===== src/rtl/ad_pkg.sv =====
// Arithmetic decoder package: action codes, state, result and divider-select enums and
// the command/status structs shared between controller and datapath. No dependencies.
`timescale 1ns / 1ps
package ad_pkg;

  localparam logic [1:0] ACT_LOAD   = 2'd0;
  localparam logic [1:0] ACT_START  = 2'd1;
  localparam logic [1:0] ACT_DECODE = 2'd2;

  typedef enum logic [3:0] {
    ST_IDLE,
    ST_SCALE_MUL,
    ST_SCALE_DIV,
    ST_SEARCH_ADDR,
    ST_SEARCH_CMP,
    ST_NARROW_HI_MUL,
    ST_NARROW_HI_DIV,
    ST_NARROW_LO_MUL,
    ST_NARROW_LO_DIV,
    ST_RENORM_INIT,
    ST_RENORM,
    ST_OUT
  } ad_state_e;

  typedef enum logic [1:0] {
    RES_ZERO,
    RES_START,
    RES_HALTED,
    RES_DONE
  } ad_res_e;

  typedef enum logic [1:0] {
    DIV_SCALE,
    DIV_HI,
    DIV_LO
  } ad_div_e;

  typedef struct packed {
    logic    capture;     // latch input payload
    logic    tab_write;   // write table entry
    logic    do_start;    // restart interval
    logic    mul_go;      // run one multiply stage
    ad_div_e mul_sel;
    logic    div_start;   // launch divider
    logic    div_step;    // one divider iteration
    logic    search_clr;  // reset search index
    logic    search_rd;   // issue table read
    logic    search_inc;  // advance search index
    logic    latch_sym;   // keep matched entry
    logic    commit_hi;
    logic    commit_lo;
    logic    renorm_clr;
    logic    renorm_step;
    logic    commit_dec;  // store interval, bump count
    logic    set_halt;
    logic    res_load;    // load output register
    ad_res_e res_kind;
    logic    res_sym;     // result is a decoded symbol
  } ad_cmd_t;

  typedef struct packed {
    logic [1:0] action;
    logic       halted;
    logic       done;       // symbols_decoded >= T
    logic       div_busy;
    logic       match;
    logic       search_last;
    logic       renorm_end;
  } ad_sts_t;

endpackage


===== src/rtl/ad_ctrl.sv =====
// Arithmetic decoder controller: sequences one request at a time, a load, a start or a
// decode through scale, search, narrow and renormalize. Depends on ad_pkg.
`timescale 1ns / 1ps
module ad_ctrl (
  input  logic            clk_i,
  input  logic            rst_ni,
  input  logic            in_valid_i,
  output logic            in_ready_o,
  input  logic            res_free_i,
  input  ad_pkg::ad_sts_t sts_i,
  output ad_pkg::ad_cmd_t cmd_o
);
  import ad_pkg::*;

  ad_state_e state_q, state_d;

  always_ff @(posedge clk_i or negedge rst_ni) begin
    if (!rst_ni) begin
      state_q <= ST_IDLE;
    end else begin
      state_q <= state_d;
    end
  end

  always_comb begin
    state_d    = state_q;
    cmd_o      = '0;
    cmd_o.mul_sel  = DIV_SCALE;
    cmd_o.res_kind = RES_ZERO;
    in_ready_o = 1'b0;
    case (state_q)
      ST_IDLE: begin
        in_ready_o = 1'b1;
        if (in_valid_i) begin
          cmd_o.capture = 1'b1;
          state_d = ST_OUT;
        end
      end
      ST_OUT: begin
        // captured request: decide what to do with it
        if (sts_i.action == ACT_DECODE && !sts_i.halted && !sts_i.done) begin
          state_d = ST_SCALE_MUL;
        end else if (res_free_i) begin
          cmd_o.res_load = 1'b1;
          if (sts_i.action == ACT_LOAD) begin
            cmd_o.tab_write = 1'b1;
          end else if (sts_i.action == ACT_START) begin
            cmd_o.do_start = 1'b1;
            cmd_o.res_kind = RES_START;
          end else if (sts_i.action == ACT_DECODE) begin
            cmd_o.res_kind = sts_i.halted ? RES_HALTED : RES_DONE;
          end
          state_d = ST_IDLE;
        end
      end
      ST_SCALE_MUL: begin
        cmd_o.mul_go  = 1'b1;
        cmd_o.mul_sel = DIV_SCALE;
        state_d = ST_SCALE_DIV;
      end
      ST_SCALE_DIV: begin
        cmd_o.div_start = 1'b1;
        cmd_o.search_clr = 1'b1;
        state_d = ST_SEARCH_ADDR;
      end
      ST_SEARCH_ADDR: begin
        if (sts_i.div_busy) begin
          cmd_o.div_step = 1'b1;
        end else begin
          cmd_o.search_rd = 1'b1;
          state_d = ST_SEARCH_CMP;
        end
      end
      ST_SEARCH_CMP: begin
        if (sts_i.match) begin
          cmd_o.latch_sym = 1'b1;
          state_d = ST_NARROW_HI_MUL;
        end else if (sts_i.search_last) begin
          if (res_free_i) begin
            cmd_o.set_halt = 1'b1;
            cmd_o.res_load = 1'b1;
            cmd_o.res_kind = RES_HALTED;
            state_d = ST_IDLE;
          end
        end else begin
          cmd_o.search_inc = 1'b1;
          state_d = ST_SEARCH_ADDR;
        end
      end
      ST_NARROW_HI_MUL: begin
        cmd_o.mul_go  = 1'b1;
        cmd_o.mul_sel = DIV_HI;
        state_d = ST_NARROW_HI_DIV;
      end
      ST_NARROW_HI_DIV: begin
        cmd_o.mul_sel = DIV_HI;
        if (!sts_i.div_busy) begin
          cmd_o.div_start = 1'b1;
          state_d = ST_NARROW_LO_MUL;
        end
      end
      ST_NARROW_LO_MUL: begin
        if (sts_i.div_busy) begin
          cmd_o.div_step = 1'b1;
        end else begin
          cmd_o.commit_hi = 1'b1;
          cmd_o.mul_go  = 1'b1;
          cmd_o.mul_sel = DIV_LO;
          state_d = ST_NARROW_LO_DIV;
        end
      end
      ST_NARROW_LO_DIV: begin
        cmd_o.div_start = 1'b1;
        cmd_o.mul_sel = DIV_LO;
        state_d = ST_RENORM_INIT;
      end
      ST_RENORM_INIT: begin
        // take the new low bound only once the quotient is complete
        if (sts_i.div_busy) begin
          cmd_o.div_step = 1'b1;
        end else begin
          cmd_o.commit_lo  = 1'b1;
          cmd_o.renorm_clr = 1'b1;
          state_d = ST_RENORM;
        end
      end
      ST_RENORM: begin
        if (!sts_i.renorm_end) begin
          cmd_o.renorm_step = 1'b1;
        end else if (res_free_i) begin
          cmd_o.commit_dec = 1'b1;
          cmd_o.res_load = 1'b1;
          cmd_o.res_sym  = 1'b1;
          state_d = ST_IDLE;
        end
      end
      default: state_d = ST_IDLE;
    endcase
  end

endmodule


===== config.mk =====
export PLATFORM = sky130hd
export DESIGN_NAME = ad_ctrl
export DESIGN_NICKNAME = d
export VERILOG_FILES = /design/src/rtl/ad_pkg.sv /design/src/rtl/ad_ctrl.sv
export SDC_FILE = /design/constraint.sdc
export NUM_CORES = 1
export LEC_CHECK = 0
export BUFFER_PORTS_ARGS = -buffer_cell sky130_fd_sc_hd__buf_2
export CAP_MARGIN = 5
export CORE_MARGIN = 1
export CORE_UTILIZATION = 38
export DETAILED_ROUTE_END_ITERATION = 7
export GPL_TIMING_DRIVEN = 0
export PLACE_DENSITY = 0.8
export SYNTH_ARGS = -nofsm -noshare
export SYNTH_HDL_FRONTEND = slang
export SYNTH_SLANG_ARGS = --single-unit

===== constraint.sdc =====
create_clock -name clk_i -period 1.3 [get_ports clk_i]
set_input_delay 0.13 -clock clk_i [delete_from_list [all_inputs] [get_ports clk_i]]
set_output_delay 0.13 -clock clk_i [all_outputs]
set_load 0.1 [all_outputs]

==> metrics.md, run 1 <==
| Metric | Value |
|---|---|
| Last stage | `4_1_cts` |
| Pre-CTS setup slack | `-0.730 ns` |
| Placed cells | `about 140` |
| IO Port Bufs | `34` |
| Area leader, netlist | `dfrtp_1` |
| Mapped cell area | `582 µm²` |
| Synth Warn # | `0` |
| Sequential fraction of the synthesis area | `0.172` |
| Die W | `approximately 41 µm` |
| Post-DP HPWL | `about 1600 µm` |
| I/O pin count | `35` |
| Post-CTS Setup Inserts | `18` |
| Chip height | `41.1 µm` |
| Synth Net Count | `around 100` |
| Top-area cell type share of the netlist area | `0.172` |
| Clock root cell | `clkbuf_4` |
| Number of distinct library cells after synthesis | `37` |
| Synthesized flop and latch total | `4` |
| Synth Area per Inst | `6.77 µm²` |
| Syn Inst Count | `86` |
| CTS buffer count | `3` |
| Final RePlAce weighted congestion | `between 0.7 and 0.8` |
| CTS resizes | `approximately 110` |
| Initial Util | `0.426` |
| Hold-fix buffers, CTS | `1` |
| CTS H-tree lvls | `1` |
| # rows | `13` |
| Top cells by area, synth | `dfrtp_1, a21oi_1, nand2b_1, o21ai_0, nand2_1` |
| Clk sinks | `4` |
| CTS Buffer Depth | `2` |
| Outcome | `aborted with a tool error` |
| Error | `[ERROR DPL-0038] Utilization greater than 100%, impossible to legalize` |
[metrics by stage]
step	hold slack, ns	instance area [µm²]
after floorplan	-0.166	835
after global placement	-0.0666	1020
after detailed placement	-0.0627	1020
[cells in the mapped netlist, drive strengths merged]
| cell type | instances |
|---|---|
| a211o | 1 |
| dfrtp | 4 |
| nand2 | 8 |
| a221o | 1 |
| a31oi | 1 |
| mux2i | 1 |
| o21ai | 7 |
| o21bai | 1 |
| nor2 | 7 |
| and2 | 2 |
| o21a | 1 |
| nand4b | 1 |
| o2111ai | 1 |
| or3 | 2 |
| nand2b | 5 |
| nor3b | 2 |
| nand3b | 1 |
| a22oi | 1 |
| clkbuf | 1 |
| nor4 | 3 |
| inv | 5 |
| nor4bb | 1 |
| or3b | 1 |
| a21oi | 7 |
| o22ai | 2 |
| buf | 5 |
| or4b | 1 |
| o211a | 1 |
| nand3 | 4 |
| nor3 | 4 |
| or2 | 2 |
| or2b | 2 |
[cells by family after synthesis]
family	Yosys count	share of synthesized area
buffers and inverters	11	0.101
multiplexers	1	0.0172
AO/OA/AOI/OAI	24	0.256
flip-flops	4	0.172
AND/OR/NAND/NOR	46	0.454
==> run 2, diff against run 1 <==
--- a/config.mk
+++ b/config.mk
@@ -7,11 +7,11 @@
 export LEC_CHECK = 0
 export BUFFER_PORTS_ARGS = -buffer_cell sky130_fd_sc_hd__buf_2
 export CAP_MARGIN = 5
-export CORE_MARGIN = 1
-export CORE_UTILIZATION = 38
+export CORE_AREA = 2 2 63 65
 export DETAILED_ROUTE_END_ITERATION = 7
+export DIE_AREA = 0 0 65 67
 export GPL_TIMING_DRIVEN = 0
-export PLACE_DENSITY = 0.8
+export PLACE_DENSITY_LB_ADDON = 0.15
 export SYNTH_ARGS = -nofsm -noshare
 export SYNTH_HDL_FRONTEND = slang
 export SYNTH_SLANG_ARGS = --single-unit
==> constraint.sdc (replaced) <==
create_clock -name clk_i -period 1.7 [get_ports clk_i]
set_input_delay 0.17 -clock clk_i [delete_from_list [all_inputs] [get_ports clk_i]]
set_output_delay 0.17 -clock clk_i [all_outputs]
set_load 0.1 [all_outputs]
==> run 2 against run 1 <==
The flow now finishes, with violations (setup timing); synthesized cell count stayed put; synthesized area stayed put.
==> metrics.md, run 2 <==
| Metric | Value |
|---|---|
| Final RePlAce weighted congestion | `0.741 (-5.3%)` |
| Top cells by area, synth | `dfrtp_1, a21oi_1, nand2b_1, o21ai_0, nand2_1` |
| Outcome | `complete, but fails checks` |
| Async SR Flop Fraction | `1.00 (unchanged)` |
| Top-count cell post-synth | `nand2_1` |
| Initial Util | `0.161 (-0.264)` |
| Slew at the pin closest to its max-slew limit | `about 0.5 ns` |
| Gate power share | `0.881` |
| CTS clk-pin slew, worst paths | `around 0.030 ns` |
| Routed WL | `2400 µm` |
| Total power | `approximately 3.3 mW` |
| Synthesized flop and latch total | `4 (unchanged)` |
| Critical path fanouts, max | `7` |
| Clk_skew | `~0.0001 ns` |
| Sequential fraction of the synthesis area | `0.172 (unchanged)` |
| Internal power | `between 1 and 1.5 mW` |
| IO Port Bufs | `34 (unchanged)` |
| First-pass GRT wire length | `3800 µm` |
| Die area | `0.00436 mm²` |
| NumNets Final | `between 150 and 200` |
| Total GRT Usage | `0.114` |
| Wirelength per Cell | `~13 µm` |
| Area leader, netlist | `dfrtp_1` |
| Rel. slew slack | `0.678` |
| Commonest cells after routing, fill and taps aside | `buf_4, buf_12, buf_2, buf_6` |
| HP Class | `input pin to async pin` |
| Failing checks | `setup timing` |
| WHS | `a little under 0.3 ns` |
| Pins Over Slew Limit | `0` |
| Power Density | `roughly 2100 mW/mm²` |
| Number of global-route vias before repair | `between 800 and 900` |
| Final period util | `1.07` |
| Diodes inserted | `0` |
| Mapped cell area | `582 µm² (unchanged)` |
| Sw power | `1.87 mW` |
| CTS H-tree lvls | `1 (unchanged)` |
| Most frequent cells after synthesis | `nand2_1, a21oi_1, nor2_1, o21ai_0` |
| Core area | `between 0.003 and 0.004 mm²` |
| Area growth syn-to-layout | `168%` |
| Maximum clock frequency | `around 550 MHz` |
| CTS Buffer Depth | `2 (unchanged)` |
| I/O pin count | `35 (unchanged)` |
| Vias per cell | `around 4.5` |
| Global route total overflow | `0` |
| Worst-skew pair later-pin latency | `between 0.2 and 0.25 ns` |
| VDD IR-drop max | `0.573 mV` |
| Clk sinks | `4 (unchanged)` |
| Largest registers | `state_q x4` |
| Post-synth EDFFs | `0 (unchanged)` |
| Critical Path End Type | `output pin` |
| CP Class | `register to output pin` |
| Crit path required time | `about 1.5 ns` |
| Clock root cell | `clkbuf_8` |
| Synth Warn # | `0 (unchanged)` |
| Largest net degree at the start of global routing | `11` |
| Initial antenna violation count | `0` |
| CTS tree | `done` |
| Period minus WS final | `about 1.8 ns` |
| Synth Net Count | `98 (unchanged)` |
| DRT antenna net count | `0` |
| Post-synth top flop | `dfrtp_1` |
| Chip height | `67 µm (+63%)` |
| Unrepaired setup endpoints after global routing | `true` |
| Top reg by flops | `state_q` |
| Setup WS post-layout | `-0.119 ns` |
| Sequential share of power | `0.059` |
| Startpoint types | `register` |
| Number of setup violations in the final report | `15` |
| Number of distinct library cells after synthesis | `37 (unchanged)` |
| CP arrival | `between 1.5 and 2 ns` |
| DRT iter0 DRCs | `24` |
| Max-Cap Viols | `0` |
| DRT Pass-1 Iters | `4` |
| # rows | `22 (+9)` |
| Post-DP HPWL | `1780 µm (+11%)` |
| Clock network power share | `0.060` |
| Hold Vio Cnt, Final | `0` |
| CTS buffer count | `3 (unchanged)` |
| P_leak | `around 0.63 nW` |
| Top-area cell type share of the netlist area | `0.172 (unchanged)` |
| Synth Area per Inst | `6.77 µm² (unchanged)` |
| Net Sw Frac | `0.575` |
| Via count | `around 850` |
| Max reg flops | `4` |
| Syn Inst Count | `86 (unchanged)` |
| Share of layout cells above drive strength 1 | `0.705` |
| DRC viols | `0` |
| Die W | `65 µm (+58%)` |
[run 2: layout make-up]
type / instances / area (µm²)
plain buffers: 6 / 66.3
clock buffers: 3 / 41.3
fillers: 349 / 2050
inverters: 5 / 30.0
multi-input cells: 71 / 693
flip-flops and latches: 4 / 100
well taps: 48 / 60.1
repair buffers: 50 / 569
[run 2: logic make-up (layout without fill, tap and decap cells)]
logic type             Yosys count  after routing  share of synthesized area
DFF                              4              4                      0.172
buffers and inverters           11             64                      0.101
AOI/OAI and AO/OA               24             24                      0.256
and+or+nand+nor                 46             46                      0.454
muxes                            1              1                     0.0172
[run 2: power by group through the flow]
stage | Clock [mW] | Sequential [mW] | Combinational (mW)
after floorplan | 0 | 0.182 | 1.82
after global placement | 0 | 0.198 | 2.13
after detailed placement | 0 | 0.195 | 2.13
after CTS | 0.201 | 0.191 | 2.65
after global routing | 0.207 | 0.200 | 3.00
final | 0.194 | 0.192 | 2.87
[run 2: path summary, 6_finish.rpt]
path | from | end | slack, ns | cells after the start
max | state_q[2]$_DFFE_PN0P_ | cmd_o[19] | -0.12 | 5
min | rst_ni | state_q[1]$_DFFE_PN0P_ | 0.29 | 2
max reg2reg | state_q[1]$_DFFE_PN0P_ | state_q[2]$_DFFE_PN0P_ | -0.05 | 6
min reg2reg | state_q[3]$_DFFE_PN0P_ | state_q[3]$_DFFE_PN0P_ | 0.78 | 3
max in group asynchronous | rst_ni | state_q[2]$_DFFE_PN0P_ | 1.30 | 2
min in group clk_i | sts_i[4] | state_q[3]$_DFFE_PN0P_ | 0.39 | 4
[run 2: timing repair]
item	4_1_cts	5_1_grt
hold buffers	1	0
hold endpoints to repair	4	0
pin swaps	7	3
gates resized for setup	81	14
buffers inserted	8	7
endpoints found under the setup margin	23	20
[run 2: layer usage]
metal | wire length, µm | GRT usage
met1 | 992 | 0.142
met2 | 1310 | 0.206
met3 | 95 | 0.0169
met4 | 0 | 0.0239
met5 | 0 | 0
[run 2: per-stage QoR]
stage | setup WS (ns) | utilization | cell area (µm²) | TNS, ns | std cells
after floorplan | -0.605 | - | 815 | -4.04 | 86
after global placement | -0.394 | 0.290 | 1040 | -3.01 | 168
after detailed placement | -0.378 | 0.290 | 1040 | -2.91 | 168
after CTS | -0.115 | 0.402 | 1450 | -1.08 | 180
after global routing | -0.180 | 0.433 | 1560 | -2.20 | 187
final | -0.119 | 0.433 | 1560 | -1.13 | 187
[run 2: critical path: stages, from the launching register on]
cell and delay [ns]:
dfrtp_1 0.41, or2b_4 0.34, nor2_4 0.17, nand2_4 0.09, nor3b_4 0.21, buf_12 0.20
Note: power is estimated with default switching activity, not from simulation.
